**config.mk**
```make
export PLATFORM = sky130hd
export DESIGN_NAME = smi_queue
export DESIGN_NICKNAME = d
export VERILOG_FILES = /design/src/rtl/smi_pkg.sv /design/src/rtl/smi_queue.sv
export SDC_FILE = /design/constraint.sdc
export NUM_CORES = 2
export LEC_CHECK = 0
export BUFFER_PORTS_ARGS = -buffer_cell sky130_fd_sc_hd__clkbuf_2
export CAP_MARGIN = 25
export CORE_MARGIN = 2
export CORE_UTILIZATION = 24
export DETAILED_ROUTE_END_ITERATION = 10
export PLACE_DENSITY_LB_ADDON = 0.1
export SETUP_SLACK_MARGIN = 0.15
export SYNTH_ARGS = -nofsm -noshare
export SYNTH_HDL_FRONTEND = slang
export SYNTH_SLANG_ARGS = --single-unit
```
**constraint.sdc**
```tcl
create_clock -name clock -period 22.7 [get_ports clock]
set_input_delay 1.135 -clock clock [delete_from_list [all_inputs] [get_ports clock]]
set_output_delay 1.135 -clock clock [all_outputs]
set_load 0.03 [all_outputs]
```
**src/rtl/smi_pkg.sv**
```systemverilog
// Shared types and constants for the small matrix inverse core.
`timescale 1ns / 1ps
package smi_pkg;

   localparam int FRAC_BITS = 16;
   localparam int ENT_W     = 32;
   localparam int LANES     = 9;
   localparam int ADJ_W     = 2 * ENT_W;
   localparam int DET_W     = 3 * ENT_W + 1;
   localparam int DMAG_W    = DET_W - 1;
   localparam int QB        = ENT_W + 1;
   localparam int NUM_W     = ADJ_W + 2 * FRAC_BITS;
   localparam int RW        = (NUM_W > DMAG_W + QB) ? NUM_W : DMAG_W + QB;
   localparam int QDEPTH    = 4;
   localparam int QA_W      = $clog2(QDEPTH);

   typedef struct packed {
      logic                    mode;
      logic signed [ENT_W-1:0] a00;
      logic signed [ENT_W-1:0] a01;
      logic signed [ENT_W-1:0] a02;
      logic signed [ENT_W-1:0] a10;
      logic signed [ENT_W-1:0] a11;
      logic signed [ENT_W-1:0] a12;
      logic signed [ENT_W-1:0] a20;
      logic signed [ENT_W-1:0] a21;
      logic signed [ENT_W-1:0] a22;
   } smi_req_type;

   typedef struct packed {
      logic signed [ENT_W-1:0] inv00;
      logic signed [ENT_W-1:0] inv01;
      logic signed [ENT_W-1:0] inv02;
      logic signed [ENT_W-1:0] inv10;
      logic signed [ENT_W-1:0] inv11;
      logic signed [ENT_W-1:0] inv12;
      logic signed [ENT_W-1:0] inv20;
      logic signed [ENT_W-1:0] inv21;
      logic signed [ENT_W-1:0] inv22;
      logic                    singular;
      logic                    saturated;
   } smi_rsp_type;

   typedef struct packed {
      logic                          singular;
      logic                          dneg;
      logic [DMAG_W-1:0]             dmag;
      logic [LANES-1:0][ADJ_W-1:0]   adj;
   } smi_work_type;

   typedef struct packed {
      logic                          singular;
      logic [DMAG_W-1:0]             dmag;
      logic [LANES-1:0]              neg;
      logic [LANES-1:0]              ovf;
      logic [LANES-1:0][RW-1:0]      rem;
      logic [LANES-1:0][QB-1:0]      q;
   } smi_dstage_type;

   typedef struct packed {
      logic                          singular;
      logic [LANES-1:0]              neg;
      logic [LANES-1:0]              ovf;
      logic [LANES-1:0][QB:0]        qr;
   } smi_round_type;

endpackage

```
**src/rtl/smi_queue.sv**
```systemverilog
// Short queue between front end and divider back end.
`timescale 1ns / 1ps
module smi_queue import smi_pkg::*; (
   input  logic         clock,
   input  logic         reset,
   input  logic         push,
   input  smi_work_type push_data,
   output logic         full,
   input  logic         pop,
   output smi_work_type pop_data,
   output logic         empty
);

   smi_work_type   mem_ff [QDEPTH];
   logic [QA_W-1:0] wr_ff, rd_ff;
   logic [QA_W:0]   cnt_ff;
   logic            do_push, do_pop;

   assign full     = (cnt_ff == (QA_W+1)'(QDEPTH));
   assign empty    = (cnt_ff == '0);
   assign do_push  = push && !full;
   assign do_pop   = pop && !empty;
   assign pop_data = mem_ff[rd_ff];

   always_ff @(posedge clock) begin
      if (reset) begin
         wr_ff  <= '0;
         rd_ff  <= '0;
         cnt_ff <= '0;
      end else begin
         if (do_push) wr_ff <= wr_ff + 1'b1;
         if (do_pop)  rd_ff <= rd_ff + 1'b1;
         if (do_push && !do_pop) cnt_ff <= cnt_ff + 1'b1;
         else if (do_pop && !do_push) cnt_ff <= cnt_ff - 1'b1;
      end
   end

   always_ff @(posedge clock) begin
      if (do_push) mem_ff[wr_ff] <= push_data;
   end

endmodule

```
# Word level (Yosys, flattened, before mapping)
# Memories as Yosys holds them, arrays and structs flattened. A register that Yosys moved wholly into a read port is not among the register bits.
# Cells that the tools add are included.
[word_totals]
regBits = 7
latch_bits = 0
ram_bits = 2696
mem_bits_ro = 0
input_bits = 678
out_inout_bits = 676
elab_cells = 25
memories = 1
[memory_table]
columns = ["name", "words", "word_bits", "read_ports", "rd_ports_with_merged_regs", "wr", "line_no", "text"]
rows = [
  ["mem_ff", 4, 674, 1, 1, 1, "smi_queue.sv:14", "smi_work_type mem_ff [QDEPTH];"],
]
[classes]
n_addsub = 4
mul = 0
n_div = 0
magnitude_cmp = 0
eq_ne = 1
shift = 0
n_mux = 6
bitwise_logic = 0
reduce_logical = 10
[op_table]
columns = ["op", "n"]
rows = [
  ["$mux W3", 2],
  ["$add A2 B1 Y2 const B", 2],
  ["$logic_and A1 B1 Y1", 4],
  ["$logic_not A1 Y1", 4],
  ["$mux W2", 2],
  ["$add A3 B1 Y3 const B", 1],
  ["$eq A3 B3 Y1 const B", 1],
  ["$logic_not A3 Y1", 1],
  ["$sub A3 B1 Y3 const B", 1],
  ["$mux W1", 2],
  ["$reduce_bool A2 Y1", 1],
]

# Depth between registers and ports, before layout
[logic_depth]
depth_word = 7
mapped_depth = 8
ltp_nobuf = 8

# Least setup slack after synthesis
# OpenSTA, ideal clock, no wires.
[synth_timing]
path_type = "input port to flip-flop"
startpoint = "input port push"
endpoint = "memory mem_ff[0][0] in the netlist's numbering (enable)"
setup_ps = 1130
arrival_time_ps = 16647
required_ps = 21570
path_slack_ps = 4924
cell_stages = 3
path_buffers = 0
cell_sequence = "inv_1 nor2_1 and2_1"
[synth_between]
elab_chain_len = 3
[synth_rtl]
columns = ["item", "line_no", "text"]
rows = [
  ["from (decl)", "smi_queue.sv:6", "input logic push,"],
  ["$logic_and A1 B1 Y1", "smi_queue.sv:21", "assign do_push = push && !full;"],
  ["via do_push", "smi_queue.sv:17", "logic do_push, do_pop;"],
  ["$mux W1", "smi_queue.sv:39", "if (do_push) mem_ff[wr_ff] <= push_data;"],
  ["$mux W1 (implied by the code)", "smi_queue.sv:39", ""],
  ["to (decl)", "smi_queue.sv:14", ""],
]
# The timed path passes the listed nets, and every way through them passes these cells.

==> results.sh <==
export IMPL_syn2layout_area_growth_pct=23.1
export IMPL_tns_ps=0
export IMPL_maxSlewHeadroom_pct=19.4
export IMPL_clockRootBuffer="clkbuf_16"
export IMPL_grt_start_max_net_pins=137
export IMPL_syn_cell_area_um2=98400
export IMPL_synth_common_cells="edfxtp_1, mux4_2, buf_2"
export IMPL_die_w_um=644
export IMPL_grt_pass1_vias=47984
export IMPL_p_int_mw=10.2
export IMPL_fin_nets=5850
export IMPL_worstPathArrival_ps=5810
export IMPL_status="finished, final reports clean"
export IMPL_end_kind="output port"
export IMPL_leakage_nw=39.4
export IMPL_core_area_um2=409000
export IMPL_power_frac_seq_pct=40.0
export IMPL_cts_made_buffers=326
export IMPL_tightest_slew_ps=1210
export IMPL_synthArstFlopShare_pct=0
export IMPL_synth_area_per_cell_um2=27.6
export IMPL_io_buffer_count=1353
export IMPL_placed_cell_area_um2=111000
export IMPL_hp_class="in2reg"
export IMPL_row_count=235
export IMPL_yosysSeqAreaShare_pct=82.5
export IMPL_setup_ws_ps=15750
export IMPL_netSwitchingFraction_pct=32.9
export IMPL_rsz0062_at_grt="no"
export IMPL_ios=1354
export IMPL_cts_hold_buf=0
export IMPL_cts_sinks=2705
export IMPL_final_hold_viol_count=0
export IMPL_finalCriticalPeriod_ps=6950
export IMPL_path_class="reg2out"
export IMPL_wl_per_cell_um=27.4
export IMPL_cts_resized_gates=0
export IMPL_first_pass_iters=7
export IMPL_yosys_area_top_type="edfxtp_1"
export IMPL_period_share_pct=30.6
export IMPL_peakVddDrop_uv=71.1
export IMPL_required_ps=21570
export IMPL_clk_pin_slew_worst_paths_ps=60
export IMPL_clk_latency_ps=910
export IMPL_drc_errors=0
export IMPL_drtIter0Drc=3060
export IMPL_gp_congestion=0.729
export IMPL_viasPerCell=4.17
export IMPL_fillCellCount=39902
export IMPL_post_cts_setup_buffers=0
export IMPL_yosysTopAreaCellShare_pct=82.3
export IMPL_ys_types=23
export IMPL_syn_nets=4252
export IMPL_start_util_pct=24.1
export IMPL_cts_tree="yes"
export IMPL_cap_violations=0
export IMPL_yosysMostFrequentCell="edfxtp_1"
export IMPL_drt_antenna_violating_nets=0
export IMPL_power_density_nw_per_um2=126
export IMPL_synth_area_leaders="edfxtp_1, mux4_2, buf_12"
export IMPL_cts_htree_levels=5
export IMPL_crit_fanout=38
export IMPL_synth_seq_cells=2705
export IMPL_pre_cts_ws_ps=16140
export IMPL_syn_inst=3568
export IMPL_dieArea_um2=415000
export IMPL_yosys_warnings=0
export IMPL_hold_start="push_data[445]"
export IMPL_fmax_ghz=0.144
export IMPL_drive_gt1_share_pct=46.8
export IMPL_fin_skew_ps=56.3
export IMPL_grt_usage_pct=14.0
export IMPL_start_kind="flop"
export IMPL_r2r_start="cnt_ff[0]"
export IMPL_vias=45486
export IMPL_p_total_mw=15.3
export IMPL_p_comb_share_pct=27.5
export IMPL_die_h_um=644
export IMPL_slew_viol_final=0
export IMPL_p_switching_mw=5.03
export IMPL_grt_overflow=0
export IMPL_clock_path_buffers=4
export IMPL_finalWirelength_um=299000
export IMPL_synth_main_ff_cell="edfxtp_1"
export IMPL_post_dp_hpwl_um=197000
export IMPL_fin_hold_ws_ps=444
export IMPL_antenna_found_initial=189
export IMPL_setup_viol=0
export IMPL_clockPowerShare_pct=32.5
export IMPL_synth_edf_count=2696
export IMPL_stdcell_area_um2=121000
export IMPL_grt_first_pass_wirelength_um=409000
## registers in the layout, indices dropped and copies added, names as in the netlist, named ones only
register / flops
rd_ff: 2
cnt_ff: 3
wr_ff: 2
mem_ff: 2696
## per-layer routing
layer	global-route usage, %	up-vias	wire (um)
met1	15.9	24180	112000
met2	24.5	1557	152000
li1	-	18970	-
met3	5.18	683	25200
met5	0	-	624
met4	4.15	96	9350
## placed cells by master (no fill, tap or decap)
| cell | n |
|---|---|
| edfxtp_1 | 2696 |
| clkbuf_2 | 1353 |
| mux4_2 | 674 |
| clkbuf_16 | 335 |
| clkbuf_1 | 77 |
| clkinv_1 | 70 |
| buf_4 | 55 |
| clkinv_2 | 50 |
| diode_2 | 38 |
| bufinv_16 | 18 |
| buf_12 | 13 |
| clkinv_8 | 8 |
| dfxtp_1 | 7 |
| nor2_1 | 6 |
| clkinvlp_4 | 6 |
| ha_1 | 5 |
| inv_6 | 5 |
| inv_1 | 4 |
| and2_4 | 4 |
| xor2_1 | 4 |
| inv_16 | 3 |
| clkinv_4 | 3 |
| o21ai_0 | 2 |
| or3_1 | 2 |
| a21oi_1 | 2 |
| mux2i_1 | 2 |
| nand2b_1 | 2 |
| dfxtp_4 | 2 |
| clkbuf_8 | 2 |
| clkinv_16 | 2 |
| nor3b_1 | 1 |
| nor3_1 | 1 |
| o31ai_1 | 1 |
| o311ai_0 | 1 |
| fa_1 | 1 |
| inv_8 | 1 |
## kinds of logic after synthesis
| group | Yosys count | share of synthesized area (%) |
|---|---|---|
| flops | 2705 | 82.5 |
| mux | 676 | 15.4 |
| buf+inv | 155 | 1.83 |
| simple gates | 16 | 0.0865 |
| compound gates | 6 | 0.0369 |
| fa+ha+maj | 6 | 0.0839 |
| xor+xnor | 4 | 0.0356 |
## final cells by class
class / count / area (um^2) / share of cell area (%)
flip-flops and latches: 2705 / 81100 / 67.0
multi-input cells: 708 / 15400 / 12.8
diodes: 38 / 95.1 / 0.0785
repair buffers: 1421 / 7440 / 6.15
well taps: 5451 / 6820 / 5.63
clock inverters: 166 / 1430 / 1.18
clock buffers: 414 / 8700 / 7.18
inverters: 4 / 15.0 / 0.0124
## worst max-delay path: stages (launching register included)
cell	delay (ps)
dfxtp_4	750
buf_4	810
buf_4	800
buf_4	770
buf_4	730
mux4_2	620
clkbuf_2	240
## worst paths after layout
| kind | to | slack, ps | cells after the start |
|---|---|---|---|
| min reg2reg | flop | 510 | 2 |
| min | mem_ff[0][445] | 440 | 1 |
| max | pop_data[92] | 15750 | 6 |
| max reg2reg | mem_ff[1][627] | 17810 | 7 |
## power groups by stage
stage | sequential (mW) | clock (mW) | combinational, mW
global placement | 6.21 | 0 | 4.36
global route | 6.15 | 5.32 | 4.44
floorplan | 6.51 | 0 | 2.96
finish | 6.11 | 4.97 | 4.19
CTS | 6.12 | 5.15 | 4.36
detailed placement | 6.22 | 0 | 4.35
## metrics by stage
step / utilization [%] / std cells
2_1_floorplan: - / 3568
6_report: 29.6 / 10907
3_5_place_dp: 27.1 / 10289
4_1_cts: 29.6 / 10869
3_3_place_gp: 27.1 / 10289
5_1_grt: 29.6 / 10882
No activity file was read; power rests on OpenSTA's default activity.
